<file path="config.mk">
export PLATFORM = sky130hd
export DESIGN_NAME = bounded_array_list_core
export DESIGN_NICKNAME = d
export VERILOG_FILES = /design/src/rtl/bal_pkg.sv /design/src/rtl/bal_ram.sv /design/src/rtl/bal_seq.sv /design/src/rtl/bounded_array_list_core.sv
export SDC_FILE = /design/constraint.sdc
export NUM_CORES = 1
export LEC_CHECK = 0
export BUFFER_PORTS_ARGS = -buffer_cell sky130_fd_sc_hd__buf_2
export CAP_MARGIN = 20
export CORE_UTILIZATION = 55
export CTS_BUF_LIST = sky130_fd_sc_hd__clkbuf_8
export DETAILED_ROUTE_END_ITERATION = 6
export GPL_ROUTABILITY_DRIVEN = 0
export PLACE_DENSITY = 0.73
export REMOVE_ABC_BUFFERS = 1
export SLEW_MARGIN = 20
export SYNTH_ARGS = -nofsm -noshare
export SYNTH_HDL_FRONTEND = slang
export SYNTH_SLANG_ARGS = --single-unit
</file>
<file path="constraint.sdc">
create_clock -name clk_i -period 5 [get_ports clk_i]
set_clock_uncertainty 0.1 [all_clocks]
set_input_delay 0.75 -clock clk_i [delete_from_list [all_inputs] [get_ports clk_i]]
set_output_delay 0.75 -clock clk_i [all_outputs]
set_load 0.01 [all_outputs]
</file>
<file path="src/rtl/bal_pkg.sv">
`timescale 1ns / 1ps

package bal_pkg;

  // List geometry
  localparam int CAPACITY = 8;
  localparam int AW       = $clog2(CAPACITY);
  localparam int CNT_W    = 4;
  localparam int POS_W    = 4;
  localparam int VAL_W    = 32;
  localparam int FIDX_W   = 5;
  localparam int ST_W     = 3;
  localparam int FN_W     = 3;
  localparam int STEP_W   = 4;

  // Operation codes
  localparam logic [FN_W-1:0] FN_INS_FRONT = 3'd0;
  localparam logic [FN_W-1:0] FN_INS_BACK  = 3'd1;
  localparam logic [FN_W-1:0] FN_INS_AT    = 3'd2;
  localparam logic [FN_W-1:0] FN_REM_FRONT = 3'd3;
  localparam logic [FN_W-1:0] FN_REM_BACK  = 3'd4;
  localparam logic [FN_W-1:0] FN_REM_AT    = 3'd5;
  localparam logic [FN_W-1:0] FN_REM_VAL   = 3'd6;

  // Status codes
  localparam logic [ST_W-1:0] ST_OK       = 3'd0;
  localparam logic [ST_W-1:0] ST_FULL     = 3'd1;
  localparam logic [ST_W-1:0] ST_EMPTY    = 3'd2;
  localparam logic [ST_W-1:0] ST_BADPOS   = 3'd3;
  localparam logic [ST_W-1:0] ST_NOTFOUND = 3'd4;

  // Microprogram step addresses
  localparam logic [STEP_W-1:0] S_IDLE     = 4'd0;
  localparam logic [STEP_W-1:0] S_INS_TEST = 4'd1;
  localparam logic [STEP_W-1:0] S_INS_MOVE = 4'd2;
  localparam logic [STEP_W-1:0] S_INS_PUT  = 4'd3;
  localparam logic [STEP_W-1:0] S_REM_RD   = 4'd4;
  localparam logic [STEP_W-1:0] S_REM_CAP  = 4'd5;
  localparam logic [STEP_W-1:0] S_REM_TEST = 4'd6;
  localparam logic [STEP_W-1:0] S_REM_MOVE = 4'd7;
  localparam logic [STEP_W-1:0] S_REM_DONE = 4'd8;
  localparam logic [STEP_W-1:0] S_SRCH_RD  = 4'd9;
  localparam logic [STEP_W-1:0] S_SRCH_CMP = 4'd10;
  localparam logic [STEP_W-1:0] S_SRCH_END = 4'd11;
  localparam logic [STEP_W-1:0] S_NOTFOUND = 4'd12;
  localparam logic [STEP_W-1:0] S_EMIT     = 4'd13;

  typedef enum logic [2:0] {
    C_NEXT,
    C_ALWAYS,
    C_PTR_EQ_TGT,
    C_PTR_EQ_CNT,
    C_LAST,
    C_HIT,
    C_OUT_FREE,
    C_ACCEPT
  } cond_e;

  typedef enum logic [1:0] {
    RD_PTR,
    RD_PTR_M1,
    RD_PTR_P1
  } rd_sel_e;

  typedef enum logic {
    WR_VAL,
    WR_RDATA
  } wr_sel_e;

  typedef enum logic [1:0] {
    P_HOLD,
    P_DEC,
    P_INC,
    P_LOAD_AT
  } ptr_op_e;

  typedef enum logic [2:0] {
    M_NONE,
    M_CAP_DATA,
    M_CMP,
    M_CNT_INC,
    M_CNT_DEC,
    M_NOTFOUND,
    M_EMIT
  } misc_e;

  typedef struct packed {
    cond_e               cond;
    logic                stall;
    logic [STEP_W-1:0]   target;
    rd_sel_e             rd_sel;
    logic                wr_en;
    wr_sel_e             wr_sel;
    ptr_op_e             ptr_op;
    misc_e               misc;
  } ctrl_t;

  typedef struct packed {
    logic accept;
    logic ptr_eq_tgt;
    logic ptr_eq_cnt;
    logic last;
    logic hit;
    logic out_free;
  } flags_t;

  // Control store: one word per step.
  function automatic ctrl_t rom_word(input logic [STEP_W-1:0] step);
    ctrl_t w;
    w = '{cond: C_NEXT, stall: 1'b0, target: S_IDLE, rd_sel: RD_PTR, wr_en: 1'b0,
          wr_sel: WR_VAL, ptr_op: P_HOLD, misc: M_NONE};
    case (step)
      S_IDLE: begin
        w.cond  = C_ACCEPT;
        w.stall = 1'b1;
      end
      S_INS_TEST: begin
        w.rd_sel = RD_PTR_M1;
        w.cond   = C_PTR_EQ_TGT;
        w.target = S_INS_PUT;
      end
      S_INS_MOVE: begin
        w.wr_en  = 1'b1;
        w.wr_sel = WR_RDATA;
        w.ptr_op = P_DEC;
        w.cond   = C_ALWAYS;
        w.target = S_INS_TEST;
      end
      S_INS_PUT: begin
        w.wr_en  = 1'b1;
        w.wr_sel = WR_VAL;
        w.misc   = M_CNT_INC;
        w.cond   = C_ALWAYS;
        w.target = S_EMIT;
      end
      S_REM_RD: begin
        w.rd_sel = RD_PTR;
      end
      S_REM_CAP: begin
        w.misc = M_CAP_DATA;
      end
      S_REM_TEST: begin
        w.rd_sel = RD_PTR_P1;
        w.cond   = C_LAST;
        w.target = S_REM_DONE;
      end
      S_REM_MOVE: begin
        w.wr_en  = 1'b1;
        w.wr_sel = WR_RDATA;
        w.ptr_op = P_INC;
        w.cond   = C_ALWAYS;
        w.target = S_REM_TEST;
      end
      S_REM_DONE: begin
        w.misc   = M_CNT_DEC;
        w.cond   = C_ALWAYS;
        w.target = S_EMIT;
      end
      S_SRCH_RD: begin
        w.rd_sel = RD_PTR;
        w.cond   = C_PTR_EQ_CNT;
        w.target = S_SRCH_END;
      end
      S_SRCH_CMP: begin
        w.misc   = M_CMP;
        w.ptr_op = P_INC;
        w.cond   = C_ALWAYS;
        w.target = S_SRCH_RD;
      end
      S_SRCH_END: begin
        w.ptr_op = P_LOAD_AT;
        w.cond   = C_HIT;
        w.target = S_REM_RD;
      end
      S_NOTFOUND: begin
        w.misc   = M_NOTFOUND;
        w.cond   = C_ALWAYS;
        w.target = S_EMIT;
      end
      S_EMIT: begin
        w.misc   = M_EMIT;
        w.cond   = C_OUT_FREE;
        w.stall  = 1'b1;
        w.target = S_IDLE;
      end
      default: begin
        w.cond   = C_ALWAYS;
        w.target = S_IDLE;
      end
    endcase
    return w;
  endfunction

endpackage

</file>
<file path="src/rtl/bal_ram.sv">
`timescale 1ns / 1ps

module bal_ram #(
  parameter int WIDTH = 32,
  parameter int DEPTH = 8
) (
  input  logic                     clk_i,
  input  logic                     we_i,
  input  logic [$clog2(DEPTH)-1:0] waddr_i,
  input  logic [WIDTH-1:0]         wdata_i,
  input  logic [$clog2(DEPTH)-1:0] raddr_i,
  output logic [WIDTH-1:0]         rdata_o
);

  logic [WIDTH-1:0] mem_q [DEPTH];
  logic [WIDTH-1:0] rdata_q;

  always_ff @(posedge clk_i) begin
    if (we_i) begin
      mem_q[waddr_i] <= wdata_i;
    end
    rdata_q <= mem_q[raddr_i];
  end

  assign rdata_o = rdata_q;

endmodule

</file>
<file path="src/rtl/bal_seq.sv">
`timescale 1ns / 1ps

module bal_seq (
  input  logic                   clk_i,
  input  logic                   rst_ni,
  input  bal_pkg::flags_t        flags_i,
  input  logic [bal_pkg::STEP_W-1:0] disp_step_i,
  output bal_pkg::ctrl_t         ctrl_o
);
  import bal_pkg::*;

  logic [STEP_W-1:0] pc_q, pc_d;
  ctrl_t             ctrl;
  logic              taken;

  assign ctrl = rom_word(pc_q);

  always_comb begin
    case (ctrl.cond)
      C_NEXT:       taken = 1'b0;
      C_ALWAYS:     taken = 1'b1;
      C_PTR_EQ_TGT: taken = flags_i.ptr_eq_tgt;
      C_PTR_EQ_CNT: taken = flags_i.ptr_eq_cnt;
      C_LAST:       taken = flags_i.last;
      C_HIT:        taken = flags_i.hit;
      C_OUT_FREE:   taken = flags_i.out_free;
      C_ACCEPT:     taken = flags_i.accept;
      default:      taken = 1'b0;
    endcase
  end

  always_comb begin
    if (taken) begin
      pc_d = (ctrl.cond == C_ACCEPT) ? disp_step_i : ctrl.target;
    end else if (ctrl.stall) begin
      pc_d = pc_q;
    end else begin
      pc_d = pc_q + STEP_W'(1);
    end
  end

  always_ff @(posedge clk_i or negedge rst_ni) begin
    if (!rst_ni) begin
      pc_q <= S_IDLE;
    end else begin
      pc_q <= pc_d;
    end
  end

  assign ctrl_o = ctrl;

endmodule

</file>
<file path="src/rtl/bounded_array_list_core.sv">
`timescale 1ns / 1ps

// Bounded ordered list of signed 32-bit values, up to eight entries.
// Input channel (s_axis_*): one transaction is one operation; tuser carries the
// operation code, tdata the value and the position. Output channel (m_axis_*):
// exactly one result transaction per operation, in order, carrying the removed
// value, the found index, count and empty/full flags in tdata, status in tuser.
// Operations run one at a time under a microprogram that steps through the entry
// memory: a single-port-write, registered-read RAM moves each entry with a read
// step and then a write step. Insert shifts the entries at and above the position
// up by one, remove shifts the entries above the position down by one, remove by
// value searches the whole list and then removes the last match, and a rejected
// operation goes straight to the result step. The result sits in an output
// register, so a new operation is taken while the previous result still waits;
// only the final step of the next operation holds until the receiver takes the
// result. Reset empties the list (count to zero) and drops any pending result;
// entry storage is not cleared, only entries below the count are ever used.
module bounded_array_list_core (
  input  logic        clk_i,
  input  logic        rst_ni,
  // Input: tdata, low to high = value[31:0], position[35:32], pad[39:36]
  input  logic        s_axis_tvalid,
  output logic        s_axis_tready,
  input  logic [39:0] s_axis_tdata,
  // Input: tuser, low to high = func[2:0]
  input  logic [2:0]  s_axis_tuser,
  output logic        m_axis_tvalid,
  input  logic        m_axis_tready,
  // Output: tdata, low to high = data[31:0], found_index[36:32], count[40:37],
  //         is_empty[41], is_full[42], pad[47:43]
  output logic [47:0] m_axis_tdata,
  // Output: tuser, low to high = status[2:0]
  output logic [2:0]  m_axis_tuser
);
  import bal_pkg::*;

  ctrl_t             ctrl;
  flags_t            flags;
  logic [STEP_W-1:0] disp_step;

  logic              accept;
  logic [FN_W-1:0]   in_func;
  logic [VAL_W-1:0]  in_value;
  logic [POS_W-1:0]  in_pos;

  // Datapath registers
  logic [CNT_W-1:0]  cnt_q, cnt_d;
  logic [CNT_W-1:0]  ptr_q, ptr_d;
  logic [CNT_W-1:0]  tgt_q, tgt_d;
  logic [ST_W-1:0]   st_q, st_d;
  logic              hit_q, hit_d;
  logic [AW-1:0]     at_q, at_d;
  logic [VAL_W-1:0]  val_q, val_d;
  logic [VAL_W-1:0]  data_q, data_d;

  // Dispatch values
  logic [CNT_W-1:0]  ptr_init, tgt_init;
  logic [ST_W-1:0]   st_init;
  logic              full, empty;

  // Output register
  logic              out_valid_q, out_valid_d;
  logic [47:0]       out_tdata_q;
  logic [2:0]        out_tuser_q;
  logic              out_free, out_load;

  // RAM ports
  logic [AW-1:0]     raddr;
  logic [VAL_W-1:0]  rdata;
  logic [VAL_W-1:0]  wdata;
  logic [CNT_W-1:0]  ptr_m1, ptr_p1;
  logic [CNT_W:0]    ptr_p1_wide;
  logic [FIDX_W-1:0] fidx;

  assign in_func  = s_axis_tuser;
  assign in_value = s_axis_tdata[VAL_W-1:0];
  assign in_pos   = s_axis_tdata[VAL_W+POS_W-1:VAL_W];

  // Ready only while the sequencer waits in its idle step.
  assign s_axis_tready = (ctrl.cond == C_ACCEPT);
  assign accept        = s_axis_tvalid && s_axis_tready;

  assign full  = (cnt_q >= CNT_W'(CAPACITY));
  assign empty = (cnt_q == '0);

  // Decode the operation: pick the entry step, starting pointer and target,
  // and route rejected operations straight to the result step.
  always_comb begin
    disp_step = S_EMIT;
    ptr_init  = '0;
    tgt_init  = '0;
    st_init   = ST_OK;
    case (in_func)
      FN_INS_FRONT: begin
        if (full) begin
          st_init = ST_FULL;
        end else begin
          disp_step = S_INS_TEST;
          ptr_init  = cnt_q;
        end
      end
      FN_INS_BACK: begin
        if (full) begin
          st_init = ST_FULL;
        end else begin
          disp_step = S_INS_TEST;
          ptr_init  = cnt_q;
          tgt_init  = cnt_q;
        end
      end
      FN_INS_AT: begin
        if (full) begin
          st_init = ST_FULL;
        end else if (in_pos > cnt_q) begin
          st_init = ST_BADPOS;
        end else begin
          disp_step = S_INS_TEST;
          ptr_init  = cnt_q;
          tgt_init  = in_pos;
        end
      end
      FN_REM_FRONT: begin
        if (empty) begin
          st_init = ST_EMPTY;
        end else begin
          disp_step = S_REM_RD;
        end
      end
      FN_REM_BACK: begin
        if (empty) begin
          st_init = ST_EMPTY;
        end else begin
          disp_step = S_REM_RD;
          ptr_init  = cnt_q - CNT_W'(1);
        end
      end
      FN_REM_AT: begin
        if (empty) begin
          st_init = ST_EMPTY;
        end else if (in_pos >= cnt_q) begin
          st_init = ST_BADPOS;
        end else begin
          disp_step = S_REM_RD;
          ptr_init  = in_pos;
        end
      end
      FN_REM_VAL: begin
        if (empty) begin
          st_init = ST_EMPTY;
        end else begin
          disp_step = S_SRCH_RD;
        end
      end
      default: begin
        st_init = ST_OK;
      end
    endcase
  end

  // Pointer neighbors for the shift loops
  assign ptr_m1      = ptr_q - CNT_W'(1);
  assign ptr_p1_wide = {1'b0, ptr_q} + (CNT_W+1)'(1);
  assign ptr_p1      = ptr_p1_wide[CNT_W-1:0];

  assign out_free = !out_valid_q || m_axis_tready;

  assign flags = '{accept:     accept,
                   ptr_eq_tgt: (ptr_q == tgt_q),
                   ptr_eq_cnt: (ptr_q == cnt_q),
                   last:       (ptr_p1_wide >= {1'b0, cnt_q}),
                   hit:        hit_q,
                   out_free:   out_free};

  bal_seq u_seq (
    .clk_i       (clk_i),
    .rst_ni      (rst_ni),
    .flags_i     (flags),
    .disp_step_i (disp_step),
    .ctrl_o      (ctrl)
  );

  always_comb begin
    case (ctrl.rd_sel)
      RD_PTR:    raddr = ptr_q[AW-1:0];
      RD_PTR_M1: raddr = ptr_m1[AW-1:0];
      RD_PTR_P1: raddr = ptr_p1[AW-1:0];
      default:   raddr = ptr_q[AW-1:0];
    endcase
  end

  assign wdata = (ctrl.wr_sel == WR_RDATA) ? rdata : val_q;

  bal_ram #(
    .WIDTH (VAL_W),
    .DEPTH (CAPACITY)
  ) u_entries (
    .clk_i   (clk_i),
    .we_i    (ctrl.wr_en),
    .waddr_i (ptr_q[AW-1:0]),
    .wdata_i (wdata),
    .raddr_i (raddr),
    .rdata_o (rdata)
  );

  // Datapath next-state: execute the current control word.
  always_comb begin
    cnt_d  = cnt_q;
    ptr_d  = ptr_q;
    tgt_d  = tgt_q;
    st_d   = st_q;
    hit_d  = hit_q;
    at_d   = at_q;
    val_d  = val_q;
    data_d = data_q;

    if (accept) begin
      ptr_d  = ptr_init;
      tgt_d  = tgt_init;
      st_d   = st_init;
      hit_d  = 1'b0;
      val_d  = in_value;
      data_d = '0;
    end else begin
      case (ctrl.ptr_op)
        P_HOLD:    ptr_d = ptr_q;
        P_DEC:     ptr_d = ptr_m1;
        P_INC:     ptr_d = ptr_p1;
        P_LOAD_AT: ptr_d = CNT_W'(at_q);
        default:   ptr_d = ptr_q;
      endcase
      case (ctrl.misc)
        M_CAP_DATA: data_d = rdata;
        M_CMP: begin
          // Keep the last match: later hits overwrite earlier ones.
          if (rdata == val_q) begin
            hit_d = 1'b1;
            at_d  = ptr_q[AW-1:0];
          end
        end
        M_CNT_INC:  cnt_d = cnt_q + CNT_W'(1);
        M_CNT_DEC:  cnt_d = cnt_q - CNT_W'(1);
        M_NOTFOUND: st_d  = ST_NOTFOUND;
        default: begin
          cnt_d = cnt_q;
        end
      endcase
    end
  end

  // Load the result only when the output register is free.
  assign out_load    = (ctrl.misc == M_EMIT) && out_free;
  assign out_valid_d = out_load ? 1'b1 : (m_axis_tready ? 1'b0 : out_valid_q);
  assign fidx        = hit_q ? FIDX_W'(at_q) : '1;

  always_ff @(posedge clk_i or negedge rst_ni) begin
    if (!rst_ni) begin
      cnt_q       <= '0;
      hit_q       <= 1'b0;
      out_valid_q <= 1'b0;
    end else begin
      cnt_q       <= cnt_d;
      hit_q       <= hit_d;
      out_valid_q <= out_valid_d;
    end
  end

  always_ff @(posedge clk_i) begin
    ptr_q  <= ptr_d;
    tgt_q  <= tgt_d;
    st_q   <= st_d;
    at_q   <= at_d;
    val_q  <= val_d;
    data_q <= data_d;
    if (out_load) begin
      out_tdata_q <= {5'd0, full, empty, cnt_q, fidx, data_q};
      out_tuser_q <= st_q;
    end
  end

  assign m_axis_tvalid = out_valid_q;
  assign m_axis_tdata  = out_tdata_q;
  assign m_axis_tuser  = out_tuser_q;

  // Count never passes capacity.
  assert property (@(posedge clk_i) disable iff (!rst_ni)
    cnt_q <= CNT_W'(CAPACITY))
    else $error("fill count above capacity");

  // A successful insert only runs on a list that has room.
  assert property (@(posedge clk_i) disable iff (!rst_ni)
    (ctrl.misc == M_CNT_INC) |-> !full)
    else $error("insert committed on a full list");

  // A removal only commits on a list that holds entries.
  assert property (@(posedge clk_i) disable iff (!rst_ni)
    (ctrl.misc == M_CNT_DEC) |-> !empty)
    else $error("removal committed on an empty list");

  // Every accepted operation leaves the idle step.
  assert property (@(posedge clk_i) disable iff (!rst_ni)
    accept |=> !s_axis_tready)
    else $error("sequencer stayed idle after accepting an operation");

endmodule
</file>
==> out/metrics.csv <==
metric;value;unit
Top delay family on crit path;adder cells;
mapped cell area;17000;um2
post-cts sizing count;0;
Critical-path top delay cell;mux4_2;
final WL;33.9;mm
n_diodes;0;
drt drc;0;
Least-Margin Pin Slew;997;ps
Fmax achieved;279;MHz
TritonCTS Buffers;68;
switch share;32.6;%
via/cell ratio;5.77;
Sum Neg Setup Slack;0;ps
Yosys reg bits;421;
area leader, netlist;edfxtp_1;
Final period util;71.8;%
slew margin rel.;33.2;%
crit start category;flip-flop;
count of cell types in the netlist;65;
dpl cells;1472;
synth top area cells;edfxtp_1 61%, mux4_2 8.5%, dfxtp_1 7.6%, mux2_2 4.2%, nand2_1 2.1%;
clock sinks;421;
die height;178;um
crit path time final;3590;ps
Tot Pwr;11.7;mW
Ports;100;
fin util;64.0;%
CP dominant cell by count;ha_1;
Die Wd;178;um
HP Class;in2reg;
non-filler cells in the finished layout;1597;
vias;9207;
slack of the critical path;1410;ps
Gate power share;33.7;%
Worst Path Arrival;3950;ps
dpl ws;1430;ps
worst path cell trace;inv_1 > ha_1 > nand2_1 > ha_1 > nor3_1 > a21oi_4 > buf_12 > mux4_2 > mux2_2;
Initial Util;56.6;%
wire per inst;21.2;um
CTS Root Cell;clkbuf_8;
PortBufs;90;
share of layout cells above drive strength 1;28.8;%
Critical Path RT;5360;ps
top sig layer;met4;
H-tree depth;3;
area grow syn2layout;12.9;%
Worst Setup End Kind;flip-flop;
number of global-route vias before repair;9313;
CORE AREA;30000;um2
first-pass GRT wire length;52.1;mm
Critical Path Max Stage Delay;590;ps
synth warn;0;
Pint;7.90;mW
met3 WL post-DR;2.04;mm
Clock Latency Late Sink;590;ps
M1 wire length;14.7;mm
VDD IR max;0.363;mV
Setup CP Type;reg2reg;
DP Wirelength;20.2;mm
Max-Cap Viols;0;
nets;1218;
number of flops mapped to enable cells by yosys;347;
first drt pass iteration count;7;
power density over the cells;611;nW/um2
ys async rst share;2.38;%
mean post-synth cell area;16.5;um2
status;complete, no violations;
RSZ-0062 raised after global routing;no;
GRT overflow;0;
Worst Path Buf+Inv;2;
CTS tree;yes;
Seq/Total Area, Yosys;70.5;%
die area;31500;um2
Final setup viols;0;
Seq pwr share;43.3;%
post-route ant nets;0;
Slew Limit Fails;0;
worst-path maximum fanout;64;
clock-pin slew on the worst setup and hold paths;60;ps
DR iter-0 viols;813;
gr usage total;22.2;%
Hold Fails Final Rpt;0;
Clock power frac;23.0;%
Mapped Cells;1026;
top-area cell type share of the netlist area;61.4;%
dominant synthesized flop cell;edfxtp_1;
sw power;3.82;mW
Longest Clk Path Bufs;3;
row cnt;63;
initial antenna violation count;0;
met2 routed WL;16.5;mm
P_leak;6.70;nW
largest net degree at the start of global routing;65;
placed cells by master, fill, tap and decap left out, drive strengths merged, types with 5 or more instances in the layout:
master / instances
mux4: 64
mux2: 65
o21ai: 16
nor2: 32
xnor2: 21
and2: 5
edfxtp: 347
nand2b: 12
a22oi: 7
ha: 18
a21oi: 50
xor2: 22
clkinv: 17
o221ai: 6
o22ai: 6
nor3: 14
a31oi: 7
conb: 5
dfxtp: 64
nand3: 13
nor4: 7
mux2i: 7
buf: 112
nand2: 94
inv: 54
nor2b: 7
nand4: 6
clkbuf: 74
dfrtp: 10
power by group through the flow:
stage	logic, mW	registers [mW]	clock network [mW]
after floorplan	2.92	5.03	0
after global placement	3.88	5.11	0
after detailed placement	3.97	5.13	0
after CTS	3.99	5.07	2.76
after global routing	4.30	5.13	2.91
final	3.95	5.07	2.69
registers in the layout, indices dropped and copies added, names as in the netlist:
register and cells:
at_q 3, cnt_q 4, m_axis_tdata 42, hit_q 1
data_q 32, u_entries.mem_q 256, tgt_q 4, m_axis_tvalid 1
ptr_q 4, st_q 3, u_entries.rdata_o 32, m_axis_tuser 3
u_seq.pc_q 4, val_q 32
cell usage after synthesis, types with 2 or more instances:
master	instances
edfxtp_1	347
nand2_1	94
dfxtp_1	64
mux2_2	64
mux4_2	64
a21oi_1	49
nor2_1	32
buf_2	25
inv_1	22
xor2_1	22
xnor2_1	21
clkbuf_1	19
ha_1	18
o21ai_0	15
nand3_1	13
nor3_1	13
nand2b_1	12
dfrtp_1	10
buf_4	8
a22oi_1	7
a31oi_1	7
buf_6	7
mux2i_1	7
nor2b_1	7
nor4_1	7
nand4_1	6
and2_1	5
o221ai_1	5
o22ai_1	5
o31ai_1	4
or3_1	4
a211oi_1	3
a221oi_1	3
and3_1	3
a21o_1	2
a2bb2oi_1	2
nor3b_1	2
repair_timing:
| item | in CTS | in global routing |
|---|---|---|
| endpoints found under the setup margin | 0 | 0 |
| setup buffers | 0 | 0 |
| hold buffers | 1 | 0 |
| hold endpoints to repair | 10 | 0 |
logic make-up after synthesis:
logic type | share of synthesized area, %
compound gates | 4.57
xor+xnor | 2.22
fa+ha+maj | 1.33
buf+inv | 2.49
flops | 70.5
mux | 13.2
other cells | 0.0221
simple gates | 5.67
path summary, 6_finish.rpt:
kind | from | end | slack [ps] | depth (start not counted)
max | u_seq.pc_q[0] | u_entries.rdata_o[31] | 1410 | 9
min | s_axis_tdata[14] | val_q[14] | 240 | 1
max reg2reg | u_seq.pc_q[0] | u_entries.rdata_o[31] | 1410 | 9
min reg2reg | st_q[1] | m_axis_tuser[1] | 320 | 0
max in group asynchronous | rst_ni | cnt_q[3] | 4050 | 2
min in group asynchronous | rst_ni | u_seq.pc_q[2] | 510 | 2
area by class of cell:
class | count | area (um2)
Tap cell | 390 | 488
Clock buffer | 74 | 1020
Inverter | 22 | 82.6
Multi-Input combinational cell | 527 | 4700
Clock inverter | 50 | 239
Fill cell | 2126 | 10800
Timing Repair Buffer | 113 | 676
Sequential cell | 421 | 12000
through the flow:
| step | hold slack [ps] | instance area [um2] |
|---|---|---|
| after global placement | 309 | 17900 |
| after global routing | 209 | 19200 |
| after CTS | 198 | 19200 |
| final | 236 | 19200 |
| after detailed placement | 306 | 17900 |
| after floorplan | 300 | 16600 |
metal layers:
layer | vias up | track usage, %
met1 | 4597 | 30.7
met4 | 0 | 7.26
met3 | 53 | 3.68
met5 | - | 0
li1 | 4204 | -
met2 | 353 | 36.0
Power figures use the tool's default switching activity.
